--- config.mk ---
export PLATFORM = sky130hd
export DESIGN_NAME = orth3_lane
export DESIGN_NICKNAME = d
export VERILOG_FILES = /design/src/orthonormalise_3x3_basis_macros.svh /design/src/orth3_pkg.sv /design/src/orth3_lane.sv
export SDC_FILE = /design/constraint.sdc
export NUM_CORES = 2
export LEC_CHECK = 0
export BUFFER_PORTS_ARGS = -buffer_cell sky130_fd_sc_hd__buf_2
export CAP_MARGIN = 0
export CORE_MARGIN = 3
export CORE_UTILIZATION = 70
export CTS_CLUSTER_DIAMETER = 40
export CTS_CLUSTER_SIZE = 40
export DETAILED_ROUTE_END_ITERATION = 8
export PLACE_DENSITY_LB_ADDON = 0.08
export SETUP_SLACK_MARGIN = 0.05
export SLEW_MARGIN = 5
export SYNTH_ARGS = -nofsm -noshare
export SYNTH_HDL_FRONTEND = slang
export SYNTH_SLANG_ARGS = --single-unit
--- constraint.sdc ---
create_clock -name clk_i -period 13.69 [get_ports clk_i]
set_clock_uncertainty 0.1 [all_clocks]
set_input_delay 2.738 -clock clk_i [delete_from_list [all_inputs] [get_ports clk_i]]
set_output_delay 2.738 -clock clk_i [all_outputs]
set_load 0.05 [all_outputs]
--- src/orthonormalise_3x3_basis_macros.svh ---
// Assertion macros for the orthonormalisation RTL, included by its top level.
// Holds nothing but macro definitions and needs no other file.
`ifndef ORTHONORMALISE_3X3_BASIS_MACROS_SVH
`define ORTHONORMALISE_3X3_BASIS_MACROS_SVH

// Same-cycle implication, switched off while reset is low.
`define ORTH3_ASSERT_IMP(label, clk, rst_n, ante, cons, msg) \
  label: assert property (@(posedge clk) disable iff (!rst_n) (ante) |-> (cons)) \
    else $error(msg);

// Next-cycle implication, switched off while reset is low.
`define ORTH3_ASSERT_NXT(label, clk, rst_n, ante, cons, msg) \
  label: assert property (@(posedge clk) disable iff (!rst_n) (ante) |=> (cons)) \
    else $error(msg);

`endif

--- src/orth3_pkg.sv ---
// Shared constants and control structs for the orthonormalisation block.
// Used by orth3_lane, orth3_merge and orthonormalise_3x3_basis; depends on nothing.
package orth3_pkg;

  localparam int unsigned ELEM_WIDTH_DEF = 32;
  localparam int unsigned FRAC_BITS_DEF  = 30;
  // Headroom above the element width for residual vectors and dot products.
  localparam int unsigned GUARD_BITS     = 4;
  localparam int unsigned NUM_LANES      = 3;

  typedef struct packed {
    logic mul_en;
    logic mul_sq;
    logic t_load;
    logic div_start;
  } lane_cmd_t;

  typedef struct packed {
    logic k_load;
    logic sq_start;
  } merge_cmd_t;

endpackage

--- src/orth3_lane.sv ---
// One component lane: magnitude, scaling shift, multiplier, rounding subtract
// and a one-bit-per-cycle divider for the normalised output. Uses orth3_pkg.
module orth3_lane #(
  parameter int unsigned ELEM_WIDTH = orth3_pkg::ELEM_WIDTH_DEF,
  parameter int unsigned FRAC_BITS  = orth3_pkg::FRAC_BITS_DEF
) (
  input  logic                                                    clk_i,
  input  logic                                                    rst_ni,
  input  orth3_pkg::lane_cmd_t                                    cmd_i,
  input  logic [$clog2(orth3_pkg::GUARD_BITS + 2)-1:0]            k_i,
  input  logic signed [ELEM_WIDTH+orth3_pkg::GUARD_BITS-1:0]      a_i,
  input  logic signed [ELEM_WIDTH-1:0]                            b_i,
  input  logic signed [ELEM_WIDTH+orth3_pkg::GUARD_BITS-1:0]      base_i,
  input  logic [ELEM_WIDTH-1:0]                                   root_i,
  output logic [ELEM_WIDTH+orth3_pkg::GUARD_BITS-1:0]             mag_o,
  output logic signed [2*ELEM_WIDTH+orth3_pkg::GUARD_BITS-1:0]    prod_o,
  output logic signed [ELEM_WIDTH+orth3_pkg::GUARD_BITS-1:0]      sub_o,
  output logic signed [ELEM_WIDTH-1:0]                            unit_o,
  output logic                                                    div_busy_o
);

  localparam int unsigned VW = ELEM_WIDTH + orth3_pkg::GUARD_BITS;
  localparam int unsigned PW = VW + ELEM_WIDTH;
  localparam int unsigned QW = FRAC_BITS + 1;
  localparam int unsigned NW = ELEM_WIDTH + FRAC_BITS + 1;
  localparam int unsigned CW = $clog2(QW + 1);
  localparam int unsigned SW = ((QW + 1 > ELEM_WIDTH) ? QW + 1 : ELEM_WIDTH) + 1;
  localparam logic signed [PW:0] HALF = (PW + 1)'(1) << (FRAC_BITS - 1);

  logic signed [VW-1:0]         a_shift;
  logic signed [ELEM_WIDTH-1:0] t_q;
  logic signed [VW-1:0]         op_a;
  logic signed [ELEM_WIDTH-1:0] op_b;
  logic signed [PW-1:0]         prod_q;
  logic signed [PW:0]           prnd;
  logic signed [PW:0]           prnd_sh;
  logic                         t_neg;
  logic [ELEM_WIDTH-1:0]        t_mag;
  logic [NW-1:0]                numer;
  logic [ELEM_WIDTH-1:0]        rem_q;
  logic [QW-1:0]                dvd_q;
  logic [QW-1:0]                quo_q;
  logic [CW-1:0]                cnt_q;
  logic [ELEM_WIDTH:0]          rem_sh;
  logic                         q_bit;
  logic signed [SW-1:0]         q_s;
  logic signed [SW-1:0]         q_val;
  logic signed [SW-1:0]         max_v;
  logic signed [SW-1:0]         min_v;

  assign mag_o   = a_i[VW-1] ? VW'(-a_i) : VW'(a_i);
  assign a_shift = a_i >>> k_i;

  always_comb begin
    op_a = cmd_i.mul_sq ? VW'(t_q) : a_i;
    op_b = cmd_i.mul_sq ? t_q : b_i;
  end

  always_ff @(posedge clk_i) begin
    if (cmd_i.t_load) begin
      t_q <= a_shift[ELEM_WIDTH-1:0];
    end
    if (cmd_i.mul_en) begin
      prod_q <= op_a * op_b;
    end
  end

  assign prod_o = prod_q;

  // Rounded product, half an LSB up and then floored.
  always_comb begin
    prnd    = (PW + 1)'(prod_q) + HALF;
    prnd_sh = prnd >>> FRAC_BITS;
    sub_o   = base_i - $signed(prnd_sh[VW-1:0]);
  end

  // The quotient never exceeds 2^FRAC_BITS because |t| is at most the root,
  // so FRAC_BITS+1 quotient bits cover it.
  assign t_neg  = t_q[ELEM_WIDTH-1];
  assign t_mag  = t_neg ? ELEM_WIDTH'(-t_q) : ELEM_WIDTH'(t_q);
  assign numer  = NW'({t_mag, {FRAC_BITS{1'b0}}}) + NW'(root_i >> 1);
  assign rem_sh = {rem_q, dvd_q[QW-1]};
  assign q_bit  = (rem_sh >= {1'b0, root_i});

  always_ff @(posedge clk_i or negedge rst_ni) begin
    if (!rst_ni) begin
      cnt_q <= '0;
    end else if (cmd_i.div_start) begin
      cnt_q <= CW'(QW);
    end else if (cnt_q != '0) begin
      cnt_q <= cnt_q - CW'(1);
    end
  end

  always_ff @(posedge clk_i) begin
    if (cmd_i.div_start) begin
      rem_q <= numer[NW-1:QW];
      dvd_q <= numer[QW-1:0];
      quo_q <= '0;
    end else if (cnt_q != '0) begin
      rem_q <= q_bit ? ELEM_WIDTH'(rem_sh - {1'b0, root_i}) : rem_sh[ELEM_WIDTH-1:0];
      dvd_q <= {dvd_q[QW-2:0], 1'b0};
      quo_q <= {quo_q[QW-2:0], q_bit};
    end
  end

  assign div_busy_o = (cnt_q != '0);

  always_comb begin
    max_v = {{(SW - ELEM_WIDTH + 1){1'b0}}, {(ELEM_WIDTH - 1){1'b1}}};
    min_v = {{(SW - ELEM_WIDTH + 1){1'b1}}, {(ELEM_WIDTH - 1){1'b0}}};
    q_s   = SW'(quo_q);
    q_val = t_neg ? -q_s : q_s;
    if (q_val > max_v) begin
      unit_o = max_v[ELEM_WIDTH-1:0];
    end else if (q_val < min_v) begin
      unit_o = min_v[ELEM_WIDTH-1:0];
    end else begin
      unit_o = q_val[ELEM_WIDTH-1:0];
    end
  end

endmodule

==> results.sh <==
export IMPL_cts_setup_buffers=0
export IMPL_drive_above_1_share=0.1030
export IMPL_yosysSeqAreaShare=0.1024
export IMPL_grt_antenna_before_repair=7
export IMPL_rsz0062_at_grt="no"
export IMPL_report_final_slew_viol_count=0
export IMPL_numCtsBuffers=17
export IMPL_maxCapViolations=0
export IMPL_fin_crit_sh=0.9009
export IMPL_synthTopCellsByArea="fa_1, edfxtp_1, inv_1, ha_1, nand2_1"
export IMPL_yosysTopAreaCell="fa_1"
export IMPL_cts_tree="built"
export IMPL_finalHoldViolCount=0
export IMPL_crit_top_cell="fa_1"
export IMPL_cts_resized=0
export IMPL_avgSynthCellArea_um2=8.950
export IMPL_cp_slowest_cell="a211oi_1"
export IMPL_grt_overflow_total=0
export IMPL_clock_root_buffer="clkbuf_16"
export IMPL_start_kind="primary input"
export IMPL_cts_sinks=199
export IMPL_start_util=0.7089
export IMPL_die_area_um2=82110
export IMPL_yosysMostFrequentCell="inv_1"
export IMPL_cts_buffer_depth=2
export IMPL_postSynthCellCount=6156
export IMPL_status="finished clean"
export IMPL_synth_edf_count=163
export IMPL_finalWeightedCongestion=1.038
export IMPL_critPathBufInv=9
export IMPL_synth_seq_cells=199
export IMPL_post_drt_wl_per_cell_um=22.31
export IMPL_fp_dieW_um=286.6
export IMPL_crit_fanout=67
export IMPL_syn_cell_area_um2=55100
export IMPL_synth_fp_nets=7772
export IMPL_path_delay_family="adder cells"
export IMPL_yosysWarnings=0
export IMPL_max_freq_mhz=81.08
export IMPL_yosysUniqueCellTypes=92
export IMPL_grt_max_degree=68
export IMPL_final_antenna_net_count=0
export IMPL_synth_main_ff_cell="edfxtp_1"
export IMPL_async_flop_share=0.02513
export IMPL_pin_count=318
export IMPL_cts_htree_levels=4
export IMPL_drtIter0Drc=3957
export IMPL_tightest_slew_ns=1.434
export IMPL_fin_crit_ns=12.33
export IMPL_hold_class="flip-flop to flip-flop"
export IMPL_row_count=102
export IMPL_critical_path_class="primary input to flip-flop"
export IMPL_die_h_um=286.6
export IMPL_drc=0
export IMPL_tns_ns=0
export IMPL_hold_buffers=0
export IMPL_track_usage=0.4210
export IMPL_portBuffers=317
export IMPL_vias=44773
export IMPL_path_clk_slew_ns=0.10
export IMPL_relSlewSlack=0.03767
export IMPL_insertion_delay_ns=0.52
export IMPL_grt_pass1_wl_um=263400
export IMPL_setup_viol=0
export IMPL_areaGrowthSynthToFinish_pct=6.985
export IMPL_nets=7984
export IMPL_endpoint_kind="flip-flop"
export IMPL_drt_pass1_iter_count=6
export IMPL_max_stage_delay_ns=1.00
export IMPL_worstPathRequired_ns=13.88
export IMPL_critPathArrivalTime_ns=12.53
export IMPL_coreArea_um2=77720
export IMPL_wl_um=165700
export IMPL_grt_pass1_vias=47251
export IMPL_synth_top_area_frac=0.4375
export IMPL_via_per_inst=6.029
export IMPL_synth_common_cells="inv_1, fa_1, nand2_1, nor2_1, ha_1"
export IMPL_hpwl_um=136600
==> final cells by class <==
cell class                 instances  area [um2]
multi-input combinational       4455       44000
fill                            5668       18780
sequential                       199        5640
inverter                        1224        4594
timing repair buffer             471        2775
tap                             1040        1301
clock buffer                      18       439.2
clock inverter                    14       185.2
antenna                            5       12.51
==> cells by family after synthesis <==
| group | synth area share |
|---|---|
| compound gates | 0.08820 |
| xor+xnor | 0.04324 |
| buf+inv | 0.1029 |
| fa+ha+maj | 0.4985 |
| flops | 0.1024 |
| mux | 0.02450 |
| simple gates | 0.1403 |
==> per-layer routing <==
metal,share of wire,track usage,vias to the layer above
li1,-,-,19374
met1,0.36,0.5454,22112
met2,0.45,0.6517,2678
met3,0.12,0.1147,605
met4,0.066,0.2261,4
met5,0.00016,0,-
==> tightest hold or removal path, cell delays in order, from the launching register on <==
cell and delay, ns:
dfxtp_1 0.35, nand2_1 0.07, a21oi_1 0.05
==> through the flow <==
stage / utilization / setup slack [ns] / hold WS [ns] / cells / cell area (um2)
6_report: 0.7584 / 1.357 / 0.4094 / 7426 / 58950
3_3_place_gp: 0.7502 / 1.200 / 0.3760 / 7389 / 58310
3_5_place_dp: 0.7502 / 1.195 / 0.3896 / 7389 / 58310
2_1_floorplan: - / 2.737 / 0.3529 / 6156 / 55100
4_1_cts: 0.7583 / 1.719 / 0.4008 / 7421 / 58930
5_1_grt: 0.7584 / 1.083 / 0.4294 / 7425 / 58940
==> registers in the layout, summed over array words and instances, names as in the netlist <==
register,count
rem_q,32
quo_q,31
t_q,32
cnt_q,5
dvd_q,31
prod_o,68
==> placed cells by master, fill, tap and decap left out, types with 27 or more instances in the layout <==
| cell | netlist | routed |
|---|---|---|
| inv_1 | 1220 | 1219 |
| fa_1 | 1204 | 1204 |
| nand2_1 | 847 | 847 |
| nor2_1 | 697 | 697 |
| buf_2 | 8 | 314 |
| ha_1 | 267 | 267 |
| xnor2_1 | 180 | 180 |
| a21oi_1 | 178 | 178 |
| edfxtp_1 | 163 | 163 |
| o21ai_0 | 175 | 161 |
| buf_4 | 2 | 155 |
| xor2_1 | 92 | 92 |
| a21o_1 | 78 | 78 |
| nand3_1 | 57 | 57 |
| mux2i_1 | 46 | 46 |
| nor3_1 | 44 | 44 |
| o21ai_1 | 48 | 40 |
| a21boi_1 | 30 | 36 |
| mux2_2 | 35 | 35 |
| o21bai_1 | 33 | 33 |
| dfxtp_1 | 31 | 31 |
| and3_1 | 28 | 28 |
| o31ai_1 | 28 | 28 |
| nand4_1 | 27 | 27 |
==> worst paths after layout <==
kind,slack [ns],to,start,depth (start not counted)
max in group asynchronous,11.43,cnt_q[3]$_DFFE_PN0P_,rst_ni,1
max reg2reg,3.51,prod_o[65]$_DFFE_PP_,t_q[31]$_DFFE_PP_,27
min in group asynchronous,1.92,cnt_q[1]$_DFFE_PN0P_,rst_ni,1
min,0.41,quo_q[1]$_SDFFE_PP0P_,quo_q[1]$_SDFFE_PP0P_,2
min reg2reg,0.41,quo_q[1]$_SDFFE_PP0P_,quo_q[1]$_SDFFE_PP0P_,2
max,1.36,prod_o[65]$_DFFE_PP_,cmd_i[2],27
Power is not shown: default switching activity piles up to over one toggle a cycle in this logic, so the estimate is an artifact.
