===== src/orthonormalise_3x3_basis_macros.svh =====
// Assertion macros for the orthonormalisation RTL, included by its top level.
// Holds nothing but macro definitions and needs no other file.
`ifndef ORTHONORMALISE_3X3_BASIS_MACROS_SVH
`define ORTHONORMALISE_3X3_BASIS_MACROS_SVH

// Same-cycle implication, switched off while reset is low.
`define ORTH3_ASSERT_IMP(label, clk, rst_n, ante, cons, msg) \
  label: assert property (@(posedge clk) disable iff (!rst_n) (ante) |-> (cons)) \
    else $error(msg);

// Next-cycle implication, switched off while reset is low.
`define ORTH3_ASSERT_NXT(label, clk, rst_n, ante, cons, msg) \
  label: assert property (@(posedge clk) disable iff (!rst_n) (ante) |=> (cons)) \
    else $error(msg);

`endif


===== src/orth3_pkg.sv =====
// Shared constants and control structs for the orthonormalisation block.
// Used by orth3_lane, orth3_merge and orthonormalise_3x3_basis; depends on nothing.
package orth3_pkg;

  localparam int unsigned ELEM_WIDTH_DEF = 32;
  localparam int unsigned FRAC_BITS_DEF  = 30;
  // Headroom above the element width for residual vectors and dot products.
  localparam int unsigned GUARD_BITS     = 4;
  localparam int unsigned NUM_LANES      = 3;

  typedef struct packed {
    logic mul_en;
    logic mul_sq;
    logic t_load;
    logic div_start;
  } lane_cmd_t;

  typedef struct packed {
    logic k_load;
    logic sq_start;
  } merge_cmd_t;

endpackage


===== src/orth3_merge.sv =====
// Merging stage across the three lanes: largest magnitude and scaling shift,
// rounded dot product, sum of squares and a bit-serial square root. Uses orth3_pkg.
module orth3_merge #(
  parameter int unsigned ELEM_WIDTH = orth3_pkg::ELEM_WIDTH_DEF,
  parameter int unsigned FRAC_BITS  = orth3_pkg::FRAC_BITS_DEF
) (
  input  logic                                                 clk_i,
  input  logic                                                 rst_ni,
  input  orth3_pkg::merge_cmd_t                                cmd_i,
  input  logic [ELEM_WIDTH+orth3_pkg::GUARD_BITS-1:0]          mag_i  [orth3_pkg::NUM_LANES],
  input  logic signed [2*ELEM_WIDTH+orth3_pkg::GUARD_BITS-1:0] prod_i [orth3_pkg::NUM_LANES],
  output logic [$clog2(orth3_pkg::GUARD_BITS + 2)-1:0]         k_o,
  output logic signed [ELEM_WIDTH+orth3_pkg::GUARD_BITS-1:0]   dot_o,
  output logic [ELEM_WIDTH-1:0]                                root_o,
  output logic                                                 sqrt_busy_o,
  output logic                                                 s_zero_o
);

  localparam int unsigned VW   = ELEM_WIDTH + orth3_pkg::GUARD_BITS;
  localparam int unsigned PW   = VW + ELEM_WIDTH;
  localparam int unsigned KMAX = orth3_pkg::GUARD_BITS + 1;
  localparam int unsigned KW   = $clog2(orth3_pkg::GUARD_BITS + 2);
  localparam int unsigned SCW  = $clog2(ELEM_WIDTH + 1);
  localparam logic [VW-1:0] THRESH = VW'(1) << (ELEM_WIDTH - 1);
  localparam logic signed [PW+1:0] HALF = (PW + 2)'(1) << (FRAC_BITS - 1);

  logic [VW-1:0]             mx;
  logic [KW-1:0]             k_d;
  logic [KW-1:0]             k_q;
  logic signed [PW+1:0]      psum;
  logic signed [PW+1:0]      prnd_sh;
  logic [2*ELEM_WIDTH-1:0]   s_d;
  logic [2*ELEM_WIDTH-1:0]   sh_q;
  logic [ELEM_WIDTH+1:0]     rem_q;
  logic [ELEM_WIDTH-1:0]     root_q;
  logic [SCW-1:0]            cnt_q;
  logic                      s_zero_q;
  logic [ELEM_WIDTH+1:0]     rem2;
  logic [ELEM_WIDTH+1:0]     trial;

  // Smallest shift that brings the largest magnitude into the element range.
  always_comb begin
    mx = mag_i[0];
    if (mag_i[1] > mx) begin
      mx = mag_i[1];
    end
    if (mag_i[2] > mx) begin
      mx = mag_i[2];
    end
    k_d = '0;
    for (int j = 0; j < KMAX; j++) begin
      if ((mx >> j) >= THRESH) begin
        k_d = KW'(j + 1);
      end
    end
  end

  always_ff @(posedge clk_i) begin
    if (cmd_i.k_load) begin
      k_q <= k_d;
    end
  end

  assign k_o = k_q;

  always_comb begin
    psum    = (PW + 2)'(prod_i[0]) + (PW + 2)'(prod_i[1]) + (PW + 2)'(prod_i[2]);
    prnd_sh = (psum + HALF) >>> FRAC_BITS;
    dot_o   = $signed(prnd_sh[VW-1:0]);
    s_d     = psum[2*ELEM_WIDTH-1:0];
  end

  // Square root, one result bit per cycle from the top pair of bits down.
  assign rem2  = {rem_q[ELEM_WIDTH-1:0], sh_q[2*ELEM_WIDTH-1 -: 2]};
  assign trial = {root_q, 2'b01};

  always_ff @(posedge clk_i or negedge rst_ni) begin
    if (!rst_ni) begin
      cnt_q <= '0;
    end else if (cmd_i.sq_start) begin
      cnt_q <= SCW'(ELEM_WIDTH);
    end else if (cnt_q != '0) begin
      cnt_q <= cnt_q - SCW'(1);
    end
  end

  always_ff @(posedge clk_i) begin
    if (cmd_i.sq_start) begin
      sh_q     <= s_d;
      rem_q    <= '0;
      root_q   <= '0;
      s_zero_q <= (s_d == '0);
    end else if (cnt_q != '0) begin
      sh_q <= sh_q << 2;
      if (rem2 >= trial) begin
        rem_q  <= rem2 - trial;
        root_q <= {root_q[ELEM_WIDTH-2:0], 1'b1};
      end else begin
        rem_q  <= rem2;
        root_q <= {root_q[ELEM_WIDTH-2:0], 1'b0};
      end
    end
  end

  assign root_o      = root_q;
  assign sqrt_busy_o = (cnt_q != '0);
  assign s_zero_o    = s_zero_q;

endmodule


===== config.mk =====
export PLATFORM = sky130hd
export DESIGN_NAME = orth3_merge
export DESIGN_NICKNAME = d
export VERILOG_FILES = /design/src/orthonormalise_3x3_basis_macros.svh /design/src/orth3_pkg.sv /design/src/orth3_merge.sv
export SDC_FILE = /design/constraint.sdc
export NUM_CORES = 1
export LEC_CHECK = 0
export ABC_CLOCK_PERIOD_IN_PS = 10850
export BUFFER_PORTS_ARGS = -buffer_cell sky130_fd_sc_hd__clkbuf_2
export CAP_MARGIN = 10
export CORE_MARGIN = 1
export CORE_UTILIZATION = 30
export CTS_CLUSTER_DIAMETER = 200
export CTS_CLUSTER_SIZE = 25
export DETAILED_ROUTE_END_ITERATION = 16
export MAX_ROUTING_LAYER = met4
export PLACE_DENSITY = 0.48
export SLEW_MARGIN = 20
export SYNTH_ARGS = -nofsm -noshare
export SYNTH_HDL_FRONTEND = slang
export SYNTH_SLANG_ARGS = --single-unit

===== constraint.sdc =====
create_clock -name clk_i -period 10.85 [get_ports clk_i]
set_input_delay 1.085 -clock clk_i [delete_from_list [all_inputs] [get_ports clk_i]]
set_output_delay 1.085 -clock clk_i [all_outputs]
set_load 0.01 [all_outputs]

==> results of run 1 <==
==> power groups by stage <==
stage	registers, mW	clock network, mW	logic (mW)
after global routing	0.885	0.622	2.75
after CTS	0.865	0.601	2.48
final	0.862	0.584	2.46
after global placement	0.871	0	2.46
after floorplan	0.843	0	1.77
after detailed placement	0.870	0	2.47
==> layout make-up <==
class	count	area share [%]
multi-input cells	1495	61.1
flip-flops and latches	138	18.5
inverters	111	2.22
clock inverters	13	0.766
well taps	680	4.53
repair buffers	393	10.6
clock buffers	18	2.29
==> Yosys cell counts (9+ instances only) <==
master	n
fa_1	66
nand2_1	193
buf_2	9
mux2_2	55
inv_1	108
clkbuf_1	38
o21a_1	19
nor2b_1	16
nor2_1	124
or4_1	10
nor3_1	27
a21o_1	70
dfxtp_1	64
xnor2_1	81
mux2i_1	44
xor2_1	42
nand4_1	45
o21ai_0	87
nand3_1	28
o21bai_1	15
and2_1	15
a21oi_1	166
nor4_1	16
nand2b_1	18
ha_1	172
a211oi_1	29
and3_1	15
a31oi_1	15
edfxtp_1	68
o211ai_1	19
==> critical path: stages <==
cell and delay [ps]:
clkbuf_2 90, fa_1 540, ha_1 190, inv_1 60
fa_1 390, nand2b_1 180, a21oi_1 360, o21ba_2 280
o2111ai_1 320, nand3_1 420, a31oi_1 180, xnor2_1 620
nand4_1 350, nor4b_4 480, nand4b_1 590, nor3_1 390
xnor2_1 200, clkbuf_2 200
==> kinds of logic after synthesis <==
| logic type | count (synthesis) | synth area share, % |
|---|---|---|
| and+or+nand+nor | 533 | 16.5 |
| AOI/OAI and AO/OA | 501 | 20.9 |
| adders and majority gates | 238 | 22.3 |
| buffers and inverters | 167 | 4.12 |
| DFF | 138 | 22.3 |
| xor gates and xnor gates | 124 | 7.03 |
| muxes | 99 | 6.81 |
==> metrics by stage <==
stage | std cells | setup slack (ps) | total power, mW | hold slack [ps] | utilization [%]
CTS | 2848 | 2830 | 3.95 | 473 | 36.6
global placement | 2817 | 2850 | 3.33 | 461 | 35.5
floorplan | 1800 | 4550 | 2.61 | 445 | -
detailed placement | 2817 | 2840 | 3.34 | 466 | 35.5
finish | 2848 | 2820 | 3.90 | 471 | 36.6
global route | 2848 | 2470 | 4.25 | 479 | 36.6
==> worst max-delay path by stage <==
| stage | from | end | cells after the start |
|---|---|---|---|
| global placement | prod_i[1] | dot_o[27] | 18 |
| floorplan | mag_i[85] | k_o[0] | 27 |
| detailed placement | prod_i[1] | dot_o[31] | 18 |
| global route | prod_i[1] | dot_o[27] | 18 |
| CTS | prod_i[1] | dot_o[31] | 18 |
| finish | prod_i[1] | dot_o[31] | 18 |
==> per-layer routing <==
layer  track usage, %  part of all wire (%)  vias to the layer above
li1                 -                     -                     7272
met1             23.4                    46                     6844
met2             32.9                    49                      348
met3             1.91                   3.3                       48
met4             3.87                   1.6                        0
met5                -                     0                        -
==> state kept, by name (all words and copies together), names as in the netlist <==
signal and cells:
rem_q 32, cnt_q 6, k_o 3, root_o 32, sh_q 64, s_zero_o 1
==> results.ini, run 1 <==
[drt]
drt_iter0_drc=822
remaining_drc_errors=0
drt_pass1_iterations=5
num_vias=14500
finalWirelength_um=49400
ant_nets=0
viasPerCell=5.10
wl_per_cell_um=17.3

[clocking]
root_buffer=clkbuf_16
cts_hold_buf=0
clk_path_buf_depth=2
numCtsBuffers=17
htree_levels=4
clock_latency_ps=420
cts_tree=yes
cts_resized=0
cts_setup_buffers=0
clock-sinks=138
clk_pin_slew_ps=50

[floorplanning]
rows=83
initial_utilization_pct=30.3
dieArea_um2=52800
ios=389
core-area_um2=51300
die_w_um=230
die_y_um=230

[cells_and_area]
nets=2710
final_cell_area_um2=18800
multi_input_area_um2=11500
layout_commonest_cell=clkbuf_2
regArea_um2=3470
n_fill_cell=5346
layout_common_cells=381 x clkbuf_2, 192 x nand2_1, 172 x ha_1, 166 x a21oi_1, 123 x nor2_1
drive_above_1_share_pct=23.3
area_growth_pct=20.6
antenna_cells=0

[timing]
tns_ps=0
rsz0062_at_grt=false
setup_violations=0
tightest_slew_ps=950
worst_clock_skew_ps=15.8
min_period_ps=8030
finalMaxSlewViolations=0
period_share_pct=74.0
fmax_mhz=125
relSlewSlack_pct=36.2
hold_viol_final=0

[logic_synthesis]
synthFlopType=edfxtp_1
syn_avg_cell_area_um2=8.65
synth_largest_area_cell=ha_1
synthCells=1800
yosysSeqAreaShare_pct=22.3
synth_top_area_share_pct=13.8
synth.ff_latch_count=138
synthArstFlopShare_pct=4.35
yosysUniqueCellTypes=82
ys_warn_count=0
syn_area_um2=15600
synthTopCellsByArea=ha_1 14%, edfxtp_1 13%, fa_1 8.5%, dfxtp_1 8.2%, a21oi_1 5.3%
synth_edf_count=68
synth.net_count=2354

[power]
p_clk_share_pct=14.9
p_leak_nw=8.47
peakVddDrop_mv=0.116
pwr-share-seq_pct=22.1
internal_power_mw=2.13
swShare_pct=45.4
powerDensity_nw_per_um2=208
combPwrFrac_pct=63.0
p_switching_mw=1.77

[run_status]
status=completed

[global_routing]
grtUsageTotal_pct=18.8
grt_pass1_wl_um=77400
grt_pass1_vias=14500
grt-ovfl-total=0
grt_max_degree=86
antenna_found_initial=0

[place]
hpwl_um=41000
portBuffers=382
gp_congestion=0.893
placedInstanceArea_um2=18200

[critical_path]
r2r_cells=14
critPathMaxFanout=7
rr_endpoint=rem_q[22]
worstPathArrival_ps=6940
crit_path_start_kind=input port
required_ps=9770
critical_path_class=input port to output pin
end_kind=output pin
r2r-start=root_o[0]
rrSetupSlack_ps=6850

[hold_path]
min_to=rem_q[1]
min_path_cells=2
hp-class=flip-flop to flip-flop
hp-start=rem_q[1]

[run]
drv_cap=0

No activity file was read; power rests on OpenSTA's default activity.
==> run 2, diff against run 1 <==
ABC_CLOCK_PERIOD_IN_PS = 7760   (was 10850)
clock period = 7.76 ns   (was 10.85 ns; I/O delays follow)
==> run 2 against run 1 <==
Compared with the run above:
- first-iteration DRC count shrank 2.4%
- sequential share of layout area shrank 0.11 points
- flip-flop and latch count is the same
- total power grew 42%
==> results.ini, run 2 (synthesis gave the netlist of run 1 again) <==
[run_status]
status=completed

[global_routing]
grtUsageTotal_pct=19.1  ; +0.33 points
antenna_found_initial=0  ; unchanged
grt_pass1_vias=14700  ; +1.3%
grt_pass1_wl_um=78700  ; +1.7%
grt_max_degree=86  ; unchanged
grt-ovfl-total=0  ; unchanged

[floorplanning]
initial_utilization_pct=30.3  ; unchanged
dieArea_um2=52800  ; unchanged
ios=389  ; unchanged
die_y_um=230  ; unchanged
rows=83  ; unchanged
core-area_um2=51300  ; unchanged
die_w_um=230  ; unchanged

[hold_path]
hp-class=input port to async pin

[critical_path]
crit_path_start_kind=input port
worstPathArrival_ps=6270  ; -670 ps
r2r_cells=15  ; +1
required_ps=6980  ; -2790 ps
critical_path_class=input port to output pin
end_kind=output pin
critPathMaxFanout=6  ; -1

[place]
gp_congestion=0.914  ; +2.3%
portBuffers=382  ; unchanged
placed_cells=2822  ; +0.18%
hpwl_um=41200  ; +0.42%

[cells_and_area]
nets=2715  ; +0.18%
top_register=sh_q
largest_reg_flops=64  ; unchanged
layout_common_cells=384 x clkbuf_2, 192 x nand2_1, 172 x ha_1, 166 x a21oi_1, 123 x nor2_1
layout_commonest_cell=clkbuf_2
stdcell_count=2854  ; +0.21%
area_growth_pct=21.3
drive_above_1_share_pct=23.6  ; +0.26 points
antenna_cells=0  ; unchanged

[drt]
viasPerCell=5.10  ; +0.15%
finalWirelength_um=49800  ; +0.90%
num_vias=14600  ; +0.37%
wl_per_cell_um=17.5  ; +0.68%
remaining_drc_errors=0  ; unchanged
drt_iter0_drc=802  ; -2.4%
ant_nets=0  ; unchanged
drt_pass1_iterations=5  ; unchanged

[timing]
hold_viol_final=0  ; unchanged
setup_violations=0  ; unchanged
min_period_ps=7040
tns_ps=0  ; unchanged
finalMaxSlewViolations=0  ; unchanged
worst_clock_skew_ps=11.8  ; -3.93 ps
fmax_mhz=142
tightest_slew_ps=896  ; -53.7 ps
relSlewSlack_pct=39.8  ; +3.6 points
period_share_pct=90.7
rsz0062_at_grt=false

[clocking]
numCtsBuffers=17  ; unchanged
clk_pin_slew_ps=60  ; about the same
root_buffer=clkbuf_16
htree_levels=4  ; unchanged
cts_tree=yes
cts_resized=0  ; unchanged
clock-sinks=138  ; unchanged
clk_path_buf_depth=2  ; unchanged
cts_setup_buffers=0  ; unchanged
cts_hold_buf=0  ; unchanged
clock_latency_ps=420  ; about the same

[power]
powerDensity_nw_per_um2=294  ; +42%
p_leak_nw=8.55  ; +0.86%
peakVddDrop_mv=0.205  ; +76%
power.total_mw=5.56  ; +42%

[run]
drv_cap=0  ; unchanged

[run 2: cell types whose count changed in the layout (fill, tap and decap cells not counted), sizes merged]
cell	previous run	this run
inv	115	111
clkbuf	399	406
clkinvlp	3	0
buf	12	17
clkinv	4	5
[run 2: area by class of cell]
class	count	area, um^2
Inverter	111	417
Clock inverter	7	100
Sequential cell	138	3470
Multi-Input combinational cell	1495	11500
Clock buffer	25	544
Tap cell	680	851
Fill cell	5373	32400
Timing Repair Buffer	398	2030
[run 2: worst paths after layout]
path / startpoint / endpoint / slack, ps
max: prod_i[1] / dot_o[27] / 720
min: rst_ni / cnt_q[2] / 170
max reg2reg: root_o[0] / rem_q[4] / 3920
min reg2reg: rem_q[9] / rem_q[9] / 470
max in group asynchronous: rst_ni / cnt_q[4] / 7420
min in group clk_i: rem_q[9] / rem_q[9] / 470
[run 2: worst max-delay path, stage by stage]
cell and delay [ps]:
clkbuf_2 90, fa_1 550, ha_1 190, inv_1 60, fa_1 390, nand2b_1 180, a21oi_1 380, o21ba_2 280
o2111ai_1 320, nand2_1 240, a31oi_1 120, xnor2_1 660, nor4bb_1 570, nand4_1 210, nand4b_1 300, buf_4 230
nor2_1 120, xor2_1 360, clkbuf_2 210
[run 2: per-layer routing]
layer / vias up / global-route usage [%] / share of wire, %
met3: 70 / 2.00 / 3.3
met2: 370 / 32.8 / 48
met5: - / - / 0
met4: 0 / 5.22 / 2.6
li1: 7278 / - / -
met1: 6847 / 23.8 / 46
[run 2: metrics by stage]
stage | setup WS, ps | util [%] | hold slack [ps] | cell area (um^2)
2_1_floorplan | 1770 | - | 445 | 15600
3_3_place_gp | 936 | 35.6 | 461 | 18200
3_5_place_dp | 814 | 35.6 | 461 | 18200
4_1_cts | 796 | 36.8 | 159 | 18900
5_1_grt | 455 | 36.8 | 165 | 18900
6_report | 718 | 36.8 | 173 | 18900
[run 2: power breakdown]
part,switching [mW],leakage (nW),internal (mW)
combinational,2.03,6.91,1.43
clock,0.335,0.321,0.557
sequential,0.119,1.32,1.09
==> run 3, diff against run 2 <==
--- a/constraint.sdc
+++ b/constraint.sdc
@@ -3,2 +3,2 @@
 set_output_delay 0.776 -clock clk_i [all_outputs]
-set_load 0.01 [all_outputs]
+set_load 0.005 [all_outputs]
==> run 3 against run 2 <==
Compared with the run above:
- via count rose by 0.47%
- final area fell by 0.32%
- final cell count barely moved
- utilization fell by 0.12 points
- clock power fell by 10%
- sequential share of layout area rose by 0.059 points
- critical endpoint unchanged
- flip-flop and latch count did not move
- die area did not move
- register-to-register slack barely moved
- global-route usage barely moved
==> results.ini, run 3 (synthesis gave the netlist of run 1 again) <==
[global_routing]
grtUsageTotal_pct=19.2  ; about the same
antenna_found_initial=0  ; unchanged
grt_max_degree=86  ; unchanged
grt_pass1_vias=14600  ; -1.0%
grt-ovfl-total=0  ; unchanged
grt_pass1_wl_um=78300  ; -0.62%

[clocking]
clock_latency_ps=420  ; about the same
cts_resized=0  ; unchanged
clk_pin_slew_ps=70  ; about the same
clock-sinks=138  ; unchanged
numCtsBuffers=17  ; unchanged
cts_tree=yes
cts_hold_buf=0  ; unchanged
cts_setup_buffers=0  ; unchanged
root_buffer=clkbuf_16
htree_levels=4  ; unchanged
clk_path_buf_depth=2  ; unchanged

[power]
p_clk_share_pct=14.8  ; -1.2 points
powerDensity_nw_per_um2=288  ; -2.1%
p_leak_nw=8.52  ; -0.32%
p_switching_mw=2.44  ; -1.9%
internal_power_mw=2.99  ; -2.8%
combPwrFrac_pct=62.9  ; +0.7 points
peakVddDrop_mv=0.151  ; -26%
power.total_mw=5.43  ; -2.4%
swShare_pct=45.0  ; +0.23 points
pwr-share-seq_pct=22.3  ; +0.6 points

[drt]
drt_iter0_drc=759  ; -5.4%
ant_nets=0  ; unchanged
drt_pass1_iterations=6  ; +1
finalWirelength_um=49800  ; about the same
num_vias=14600  ; +0.47%
viasPerCell=5.13  ; +0.44%
wl_per_cell_um=17.4  ; about the same
remaining_drc_errors=0  ; unchanged

[critical_path]
rr_endpoint=rem_q[3]
end_kind=output pin
critPathMaxFanout=6  ; unchanged
worstPathArrival_ps=6110  ; -160 ps
critical_path_class=input port to output pin
crit_path_start_kind=input port
required_ps=6980  ; about the same
r2r_cells=15  ; unchanged
rrSetupSlack_ps=3910  ; about the same
r2r-start=root_o[0]

[timing]
hold_viol_final=0  ; unchanged
tns_ps=0  ; unchanged
min_period_ps=6890  ; -155 ps
fmax_mhz=145  ; +2.3%
hold_ws_ps=173  ; +0.259 ps
tightest_slew_ps=878  ; -18.2 ps
setup_violations=0  ; unchanged
period_share_pct=88.7  ; -2.0 points
rsz0062_at_grt=false
finalMaxSlewViolations=0  ; unchanged
relSlewSlack_pct=41.1  ; +1.2 points
worst_clock_skew_ps=14.9  ; +3.04 ps

[place]
placed_cells=2823  ; +0.035%
portBuffers=382  ; unchanged
gp_congestion=0.906  ; -0.83%
hpwl_um=41300  ; +0.36%
placedInstanceArea_um2=18200  ; about the same

[hold_path]
hp-class=input port to async pin

[floorplanning]
die_y_um=230  ; unchanged
initial_utilization_pct=30.3  ; unchanged
ios=389  ; unchanged
rows=83  ; unchanged
core-area_um2=51300  ; unchanged
dieArea_um2=52800  ; unchanged
die_w_um=230  ; unchanged

[cells_and_area]
layout_common_cells=384 x clkbuf_2, 192 x nand2_1, 172 x ha_1, 166 x a21oi_1, 123 x nor2_1
final_cell_area_um2=18800  ; -0.32%
stdcell_count=2855  ; +0.035%
largest_reg_flops=64  ; unchanged
drive_above_1_share_pct=23.6  ; +0.035 points
nets=2716  ; +0.037%
area_growth_pct=21.0
top_register=sh_q
antenna_cells=0  ; unchanged
layout_commonest_cell=clkbuf_2

[run]
drv_cap=0  ; unchanged

[run_status]
status=completed

## run 3: cell types whose count changed in the layout (fill, tap and decap cells not counted), sizes merged
cell,before,now
clkbuf,406,405
clkinv,5,6
inv,111,112
clkinvlp,0,1
buf,17,18
bufinv,2,0
## run 3: critical path, cell delays in order
cell,delay [ps]
clkbuf_2,100
fa_1,540
ha_1,190
inv_1,60
fa_1,390
nand2b_1,180
a21oi_1,380
o21ba_2,280
o2111ai_1,320
nand2_1,240
a31oi_1,120
xnor2_1,690
nor4bb_1,550
nand4_1,180
nand4b_1,270
buf_4,220
nor2_1,120
xor2_1,310
clkbuf_2,180
## run 3: cell type report
class,count,area [um^2]
fillers,5370,32500
repair buffers,399,2040
multi-input cells,1495,11500
clock buffers,24,519
clock inverters,8,57.6
flip-flops and latches,138,3470
inverters,111,417
well taps,680,851
## run 3: through the flow
stage	setup slack [ps]	util, %
6_report	874	36.7
5_1_grt	541	36.7
4_1_cts	927	36.7
3_5_place_dp	961	35.6
3_3_place_gp	973	35.6
2_1_floorplan	1770	-
## run 3: power by group through the flow
stage	Clock, mW	Combinational (mW)	Sequential [mW]
6_report	0.802	3.42	1.21
5_1_grt	0.864	3.82	1.24
4_1_cts	0.832	3.44	1.21
3_5_place_dp	0	3.42	1.22
3_3_place_gp	0	3.41	1.22
2_1_floorplan	0	2.43	1.18
## run 3: per-layer routing
layer	vias up	share of wire [%]	GRT usage, %
met5	-	0	-
met4	0	2.1	5.03
met3	53	3.5	1.66
met2	371	49	32.9
met1	6925	45	24.0
li1	7285	-	-
## run 3: worst max path at each step
stage	from	end	slack [ps]	depth (start not counted)
floorplan	mag_i[85]	k_o[0]	1770	27
global placement	prod_i[1]	dot_o[27]	970	19
detailed placement	prod_i[1]	dot_o[27]	960	19
CTS	prod_i[1]	dot_o[27]	930	19
global route	prod_i[1]	dot_o[27]	540	19
finish	prod_i[1]	dot_o[27]	870	19
